--- src/rtl/ssp_pkg.sv ---
// ----------------------------------------------------------------------------
// Servo status packet receiver package
// Types, codes and limits shared by the receiver modules.
// ----------------------------------------------------------------------------
`default_nettype none

package ssp_pkg;

    localparam logic [7:0] MAX_LENGTH = 8'd32;
    localparam int unsigned CFG_INDEX_W = 1;

    typedef enum logic [1:0] {
        ACT_BYTE = 2'd0,
        ACT_TICK = 2'd1,
        ACT_ARM  = 2'd2,
        ACT_NONE = 2'd3
    } action_t;

    typedef enum logic [2:0] {
        ST_OK            = 3'd0,
        ST_START_TIMEOUT = 3'd1,
        ST_BODY_TIMEOUT  = 3'd2,
        ST_BAD_LENGTH    = 3'd3,
        ST_CHECKSUM      = 3'd4,
        ST_ID_MISMATCH   = 3'd5,
        ST_SERVO_ERROR   = 3'd6
    } status_t;

    typedef enum logic [7:0] {
        PH_IDLE  = 8'b0000_0001,
        PH_HDR1  = 8'b0000_0010,
        PH_HDR2  = 8'b0000_0100,
        PH_ID    = 8'b0000_1000,
        PH_LEN   = 8'b0001_0000,
        PH_ERR   = 8'b0010_0000,
        PH_PARAM = 8'b0100_0000,
        PH_CHK   = 8'b1000_0000
    } phase_t;

    localparam logic [CFG_INDEX_W-1:0] CFG_EXPECTED_ID = 1'd0;
    localparam logic [CFG_INDEX_W-1:0] CFG_MAX_WAIT    = 1'd1;

    typedef struct packed {
        phase_t     phase;
        logic [7:0] byte_count;
        logic [7:0] got_id;
        logic [7:0] got_length;
        logic [7:0] got_error;
        logic [7:0] running_sum;
        logic [7:0] wait_count;
    } rx_state_t;

    typedef struct packed {
        logic       done_res;
        logic [7:0] param_byte;
        logic [7:0] param_index;
        status_t    status;
        logic [7:0] resp_id;
        logic [7:0] servo_error;
    } result_t;

endpackage

`default_nettype wire

--- src/rtl/ssp_step.sv ---
// ----------------------------------------------------------------------------
// Servo status packet receiver step
// Next-state and result logic for one received byte, tick or arm item.
// ----------------------------------------------------------------------------
`default_nettype none

module ssp_step (
    input  var ssp_pkg::rx_state_t st,
    input  wire logic [1:0]        action,
    input  wire logic [7:0]        rx_byte,
    input  wire logic [7:0]        expected_id,
    input  wire logic [7:0]        max_wait_ticks,
    output var ssp_pkg::rx_state_t st_next,
    output logic                   produce,
    output var ssp_pkg::result_t   res
);

    logic [7:0] wait_inc;
    logic [7:0] sum_add;
    logic [7:0] calc_sum;
    logic [8:0] count_inc;
    logic       early_phase;

    assign wait_inc    = (st.wait_count == 8'hFF) ? st.wait_count : st.wait_count + 8'd1;
    assign sum_add     = st.running_sum + rx_byte;
    assign calc_sum    = ~st.running_sum;
    assign count_inc   = {1'b0, st.byte_count} + 9'd1;
    assign early_phase = (st.phase == ssp_pkg::PH_HDR1) || (st.phase == ssp_pkg::PH_HDR2)
                      || (st.phase == ssp_pkg::PH_ID) || (st.phase == ssp_pkg::PH_LEN);

    always_comb
    begin
        st_next         = st;
        produce         = 1'b0;
        res.done_res    = 1'b0;
        res.param_byte  = 8'd0;
        res.param_index = st.byte_count;
        res.status      = ssp_pkg::ST_OK;
        res.resp_id     = st.got_id;
        res.servo_error = st.got_error;

        if (action == ssp_pkg::ACT_ARM)
        begin
            st_next.phase       = ssp_pkg::PH_HDR1;
            st_next.byte_count  = 8'd0;
            st_next.got_id      = 8'd0;
            st_next.got_length  = 8'd0;
            st_next.got_error   = 8'd0;
            st_next.running_sum = 8'd0;
            st_next.wait_count  = 8'd0;
        end
        else if (st.phase != ssp_pkg::PH_IDLE && action != ssp_pkg::ACT_NONE)
        begin
            if (action == ssp_pkg::ACT_TICK)
            begin
                st_next.wait_count = wait_inc;
                if (wait_inc > max_wait_ticks)
                begin
                    produce       = 1'b1;
                    res.done_res  = 1'b1;
                    res.status    = early_phase ? ssp_pkg::ST_START_TIMEOUT
                                                : ssp_pkg::ST_BODY_TIMEOUT;
                    st_next.phase = ssp_pkg::PH_IDLE;
                end
            end
            else
            begin
                case (st.phase)
                    ssp_pkg::PH_HDR1:
                    begin
                        st_next.phase = ssp_pkg::PH_HDR2;
                    end
                    ssp_pkg::PH_HDR2:
                    begin
                        st_next.phase = ssp_pkg::PH_ID;
                    end
                    ssp_pkg::PH_ID:
                    begin
                        st_next.got_id      = rx_byte;
                        st_next.running_sum = rx_byte;
                        st_next.phase       = ssp_pkg::PH_LEN;
                    end
                    ssp_pkg::PH_LEN:
                    begin
                        st_next.got_length  = rx_byte;
                        st_next.running_sum = sum_add;
                        st_next.wait_count  = 8'd0;
                        if (rx_byte > ssp_pkg::MAX_LENGTH || rx_byte < 8'd2)
                        begin
                            produce       = 1'b1;
                            res.done_res  = 1'b1;
                            res.status    = ssp_pkg::ST_BAD_LENGTH;
                            st_next.phase = ssp_pkg::PH_IDLE;
                        end
                        else
                        begin
                            st_next.phase = ssp_pkg::PH_ERR;
                        end
                    end
                    ssp_pkg::PH_ERR:
                    begin
                        st_next.got_error   = rx_byte;
                        st_next.running_sum = sum_add;
                        st_next.phase = (st.got_length > 8'd2) ? ssp_pkg::PH_PARAM
                                                               : ssp_pkg::PH_CHK;
                    end
                    ssp_pkg::PH_PARAM:
                    begin
                        st_next.running_sum = sum_add;
                        st_next.byte_count  = count_inc[7:0];
                        produce             = 1'b1;
                        res.param_byte      = rx_byte;
                        if (count_inc + 9'd2 >= {1'b0, st.got_length})
                        begin
                            st_next.phase = ssp_pkg::PH_CHK;
                        end
                    end
                    ssp_pkg::PH_CHK:
                    begin
                        produce       = 1'b1;
                        res.done_res  = 1'b1;
                        st_next.phase = ssp_pkg::PH_IDLE;
                        if (calc_sum != rx_byte)
                        begin
                            res.status = ssp_pkg::ST_CHECKSUM;
                        end
                        else if (st.got_id != expected_id)
                        begin
                            res.status = ssp_pkg::ST_ID_MISMATCH;
                        end
                        else if (st.got_error != 8'd0)
                        begin
                            res.status = ssp_pkg::ST_SERVO_ERROR;
                        end
                        else
                        begin
                            res.status = ssp_pkg::ST_OK;
                        end
                    end
                    default:
                    begin
                        st_next = st;
                    end
                endcase
            end
        end
    end

endmodule

`default_nettype wire

--- src/rtl/servo_status_packet_receiver.sv ---
// Result path: an item first sits in the input register, and the step logic loads the
//   result register from it when the input register advances.
// Throughput: one item per cycle; the input register advances whenever the result
//   register is free or the item gives no result.
// Reset: rst_n clears the receiver to idle, expected_id to 0, max_wait_ticks to 10.
// ----------------------------------------------------------------------------
// Servo status packet receiver
// Armed byte-wise parser of servo status packets with timeout and checks.
// ----------------------------------------------------------------------------
`default_nettype none

module servo_status_packet_receiver (
    input  wire logic                            clk,
    input  wire logic                            rst_n,
    input  wire logic                            in_valid,
    output logic                                 in_ready,
    input  wire logic [1:0]                      action,
    input  wire logic [7:0]                      rx_byte,
    output logic                                 out_valid,
    input  wire logic                            out_ready,
    output logic                                 done_res,
    output logic [7:0]                           param_byte,
    output logic [7:0]                           param_index,
    output logic [2:0]                           status,
    output logic [7:0]                           resp_id,
    output logic [7:0]                           servo_error,
    input  wire logic                            cfg_we,
    input  wire logic [ssp_pkg::CFG_INDEX_W-1:0] cfg_index,
    input  wire logic [7:0]                      cfg_wdata
);

    logic               s_valid_reg;
    logic [1:0]         s_action_reg;
    logic [7:0]         s_byte_reg;
    ssp_pkg::rx_state_t st_reg;
    ssp_pkg::rx_state_t st_next;
    logic               o_valid_reg;
    ssp_pkg::result_t   o_res_reg;
    ssp_pkg::result_t   res_next;
    logic               produce;
    logic [7:0]         expected_id_reg;
    logic [7:0]         max_wait_reg;
    logic               advance;

    ssp_step u_step (
        .st             (st_reg),
        .action         (s_action_reg),
        .rx_byte        (s_byte_reg),
        .expected_id    (expected_id_reg),
        .max_wait_ticks (max_wait_reg),
        .st_next        (st_next),
        .produce        (produce),
        .res            (res_next)
    );

    assign advance  = s_valid_reg && (!o_valid_reg || out_ready || !produce);
    assign in_ready = !s_valid_reg || advance;

    always_ff @(posedge clk or negedge rst_n)
    begin
        if (!rst_n)
        begin
            expected_id_reg <= 8'd0;
            max_wait_reg    <= 8'd10;
        end
        else if (cfg_we)
        begin
            case (cfg_index)
                ssp_pkg::CFG_EXPECTED_ID: expected_id_reg <= cfg_wdata;
                ssp_pkg::CFG_MAX_WAIT:    max_wait_reg    <= cfg_wdata;
                default:                  expected_id_reg <= expected_id_reg;
            endcase
        end
    end

    always_ff @(posedge clk or negedge rst_n)
    begin
        if (!rst_n)
        begin
            s_valid_reg        <= 1'b0;
            o_valid_reg        <= 1'b0;
            st_reg.phase       <= ssp_pkg::PH_IDLE;
            st_reg.byte_count  <= 8'd0;
            st_reg.got_id      <= 8'd0;
            st_reg.got_length  <= 8'd0;
            st_reg.got_error   <= 8'd0;
            st_reg.running_sum <= 8'd0;
            st_reg.wait_count  <= 8'd0;
        end
        else
        begin
            if (in_valid && in_ready)
            begin
                s_valid_reg <= 1'b1;
            end
            else if (advance)
            begin
                s_valid_reg <= 1'b0;
            end

            if (advance)
            begin
                st_reg <= st_next;
            end

            if (advance && produce)
            begin
                o_valid_reg <= 1'b1;
            end
            else if (out_ready)
            begin
                o_valid_reg <= 1'b0;
            end
        end
    end

    always_ff @(posedge clk)
    begin
        if (in_valid && in_ready)
        begin
            s_action_reg <= action;
            s_byte_reg   <= rx_byte;
        end
        if (advance && produce)
        begin
            o_res_reg <= res_next;
        end
    end

    assign out_valid   = o_valid_reg;
    assign done_res    = o_res_reg.done_res;
    assign param_byte  = o_res_reg.param_byte;
    assign param_index = o_res_reg.param_index;
    assign status      = o_res_reg.status;
    assign resp_id     = o_res_reg.resp_id;
    assign servo_error = o_res_reg.servo_error;

endmodule

`default_nettype wire

--- config.mk ---
export PLATFORM = sky130hd
export DESIGN_NAME = servo_status_packet_receiver
export DESIGN_NICKNAME = d
export VERILOG_FILES = /design/src/rtl/ssp_pkg.sv /design/src/rtl/ssp_step.sv /design/src/rtl/servo_status_packet_receiver.sv
export SDC_FILE = /design/constraint.sdc
export NUM_CORES = 1
export LEC_CHECK = 0
export BUFFER_PORTS_ARGS = -buffer_cell sky130_fd_sc_hd__buf_2
export CAP_MARGIN = 5
export CORE_ASPECT_RATIO = 1.75
export CORE_UTILIZATION = 50
export DETAILED_ROUTE_END_ITERATION = 8
export MAX_ROUTING_LAYER = met4
export PLACE_DENSITY_LB_ADDON = 0.12
export RECOVER_POWER = 25
export SYNTH_ARGS = -nofsm -noshare
export SYNTH_HDL_FRONTEND = slang
export SYNTH_HIERARCHICAL = 1
export SYNTH_SLANG_ARGS = --single-unit
--- constraint.sdc ---
create_clock -name clk -period 10.7 [get_ports clk]
set_input_delay 1.605 -clock clk [delete_from_list [all_inputs] [get_ports clk]]
set_output_delay 1.605 -clock clk [all_outputs]
set_load 0.02 [all_outputs]
==> results.sh <==
export IMPL_wl_per_cell_um=20.6
export IMPL_firstDrtPassIters=7
export IMPL_port_buffers=61
export IMPL_placed_cells=1094
export IMPL_regToRegStartpoint="st_reg[0]$_DFFE_PN0P_"
export IMPL_viasPerCell=6.11
export IMPL_arrival_ps=3810
export IMPL_start_kind="flip-flop"
export IMPL_drt_iter0_drc=443
export IMPL_yosysSeqAreaShare_pct=38.1
export IMPL_fin_skew_ps=13.3
export IMPL_grt_pass1_vias=7040
export IMPL_maxSlewHeadroom_pct=-182
export IMPL_p_total_w=0.00152
export IMPL_worst_setup_path_type="flip-flop to primary output"
export IMPL_grt_ovfl_total=0
export IMPL_synthesis_nets=943
export IMPL_setup_violations_final=0
export IMPL_diodes=0
export IMPL_outcome="finished, violations left"
export IMPL_cp_max_fo=8
export IMPL_synth_flop_cell="dfrtp_1"
export IMPL_cts_clk_slew_worst_paths_ps=60
export IMPL_insertion_delay_ps=430
export IMPL_synth_cells=892
export IMPL_area_growth_pct=8.08
export IMPL_groute_usage_overall_pct=28.7
export IMPL_cts_setup_buffers=0
export IMPL_p_leak_nw=3.75
export IMPL_register_area_um2=3240
export IMPL_core_um2=16500
export IMPL_htreeDepth=4
export IMPL_chipWidth_um=101
export IMPL_clockBufferDepth=2
export IMPL_synth_area_leaders="dfrtp_1 21%, edfxtp_1 16%, o211ai_2 5.9%, nand4b_1 5.8%, nand2b_1 4.8%"
export IMPL_routed_wl_mm=23.2
export IMPL_rsz0062_at_grt="false"
export IMPL_hp_start="max_wait_reg[6]$_DFFE_PN0P_"
export IMPL_critPathLaunch="st_reg[0]$_DFFE_PN0P_"
export IMPL_syn_area_um2=8500
export IMPL_largest_reg_flops=56
export IMPL_fin_nets=940
export IMPL_endpoint_kind="primary output"
export IMPL_max_freq_mhz=185
export IMPL_drive_above_1_share_pct=19.5
export IMPL_pwr_share_seq_pct=39.2
export IMPL_antenna_found_initial=0
export IMPL_die_y_um=174
export IMPL_ant_nets=0
export IMPL_async_flop_share_pct=61.7
export IMPL_synth_top_area_share_pct=20.9
export IMPL_cell_internal_pwr_w=0.00103
export IMPL_worstMarginPinSlew_ps=4230
export IMPL_switchingPower_w=0.000490
export IMPL_die_area_um2=17500
export IMPL_setup_tns_final_ps=0
export IMPL_synth_area_per_cell_um2=9.53
export IMPL_failed_checks="DRC, capacitance limit, slew limit"
export IMPL_ctsResizeCount=0
export IMPL_hold_path_class="flip-flop to flip-flop"
export IMPL_p_sw_share_pct=32.3
export IMPL_multi_input_area_um2=4660
export IMPL_cts_tree="built"
export IMPL_numCtsBuffers=17
export IMPL_io_pin_count=62
export IMPL_vdd_drop_max_v=0.000103
export IMPL_crit_required_ps=9100
export IMPL_cts_root_buf="clkbuf_16"
export IMPL_ys_types=76
export IMPL_finalMaxSlewViolations=75
export IMPL_finalHoldViolCount=0
export IMPL_final_instance_count_excl_fill=1126
export IMPL_hold_buffers=0
export IMPL_hpwl_mm=15.3
export IMPL_synth_seq_cells=120
export IMPL_finalWeightedCongestion=0.874
export IMPL_drc_errors=1
export IMPL_start_util_pct=51.4
export IMPL_num_rows=62
export IMPL_clock_power_share_pct=36.4
export IMPL_maxCapViolCount=1
export IMPL_synth_edff_count=46
export IMPL_cts_sinks=120
export IMPL_vias=6880
export IMPL_layout_min_cycle_time_ps=5420
export IMPL_powerDensity_nw_per_um2=165
export IMPL_fillCellCount=1520
export IMPL_grt_pass1_wl_mm=37.3
export IMPL_comb_power_share_pct=24.4
export IMPL_min_period_over_period_pct=50.6
export IMPL_synth_area_leader_cell="dfrtp_1"
export IMPL_grt_max_degree=113
export IMPL_yosysWarningCount=6
[final cells by class]
type                       instances  area share, %
clock buffer                      25           5.41
tap                              224           3.05
sequential                       120           35.3
clock inverter                     7          0.749
timing repair buffer              69           3.96
multi-input combinational        662           50.8
inverter                          19          0.777
[critical path, cell delays in order, from the launching register on]
cell and delay [ps]:
dfrtp_1 480, ha_1 300, nand4_1 320, mux2_2 410, ha_1 290, nor2b_1 130, o21ai_0 120, a21boi_0 110
o21ai_0 520, and2_1 290, o22ai_4 90, nand3_1 140, buf_2 180
[per-layer routing]
layer  GRT usage, %  up-vias  wire length, um
li1               -     3218                -
met3           3.86       56              766
met4           15.9        0              958
met2           48.7      192            12400
met5              -        -                0
met1           32.0     3414             9090
[synthesized netlist by cell type (all sizes together), types with 3 or more instances]
library cell,n
nand2,99
dfrtp,71
nor2,68
nand2b,65
buf,63
o211ai,60
nand4b,56
edfxtp,46
a21oi,35
clkbuf,28
ha,26
xnor2,26
inv,19
mux2,19
nand3,19
o21ai,19
mux2i,17
and2,14
nor3,14
nand4,12
xor2,12
a22oi,11
nor4,9
a21o,7
and3,6
nor2b,6
a31oi,5
a211oi,4
dfstp,3
o21a,3
o22ai,3
or2,3
or4,3
[power by group through the flow]
stage                     clock network, W  logic [W]  registers, W
after floorplan                          0   0.000315      0.000571
after global placement                   0   0.000356      0.000599
after detailed placement                 0   0.000367      0.000603
after CTS                         0.000564   0.000368      0.000594
after global routing              0.000580   0.000408      0.000603
final                             0.000553   0.000371      0.000595
[path summary, 6_finish.rpt]
kind / end / slack [ps] / cells after the start
worst max-delay path: in_ready / 5280 / 12
worst min-delay path: max_wait_reg[6]$_DFFE_PN0P_ / 520 / 1
worst max register to register: st_reg[23]$_DFFE_PN0P_ / 5590 / 14
worst min register to register: max_wait_reg[6]$_DFFE_PN0P_ / 520 / 1
max in group asynchronous: s_valid_reg$_DFFE_PN0P_ / 5350 / 1
min in group asynchronous: st_reg[11]$_DFFE_PN0P_ / 2680 / 1
[kinds of logic after synthesis]
logic type	Yosys count	share of synthesized area, %
compound gates	175	16.7
xor+xnor	38	3.92
fa+ha+maj	27	4.06
buf+inv	110	7.32
flops	120	38.1
mux	36	4.52
simple gates	386	25.4
[layout by cell type, fill, tap and decap left out, drive strengths merged, types with 3 or more instances in the layout]
| master | count |
|---|---|
| nor2 | 68 |
| buf | 68 |
| or2 | 3 |
| nand4 | 12 |
| clkbuf | 26 |
| nor4 | 9 |
| mux2i | 17 |
| dfstp | 3 |
| dfrtp | 71 |
| clkinv | 4 |
| ha | 26 |
| o211ai | 60 |
| nor2b | 6 |
| nand3 | 19 |
| o21a | 3 |
| a21oi | 35 |
| nand4b | 56 |
| inv | 19 |
| a22oi | 11 |
| and2 | 14 |
| nor3 | 14 |
| a211oi | 4 |
| and3 | 6 |
| mux2 | 19 |
| or4 | 3 |
| o22ai | 3 |
| a31oi | 5 |
| edfxtp | 46 |
| nand2 | 99 |
| nand2b | 65 |
| xnor2 | 26 |
| a21o | 7 |
| xor2 | 12 |
| o21ai | 19 |
[per-stage QoR]
| step | utilization (%) | hold slack [ps] | setup WS (ps) | area [um2] |
|---|---|---|---|---|
| after floorplan | - | 479 | 5850 | 8500 |
| after global placement | 52.2 | 493 | 5770 | 8620 |
| after detailed placement | 52.2 | 506 | 5660 | 8620 |
| after CTS | 55.6 | 520 | 5280 | 9190 |
| after global routing | 55.6 | 541 | 4380 | 9180 |
| final | 55.6 | 517 | 5280 | 9180 |
Note: power is estimated with default switching activity, not from simulation.
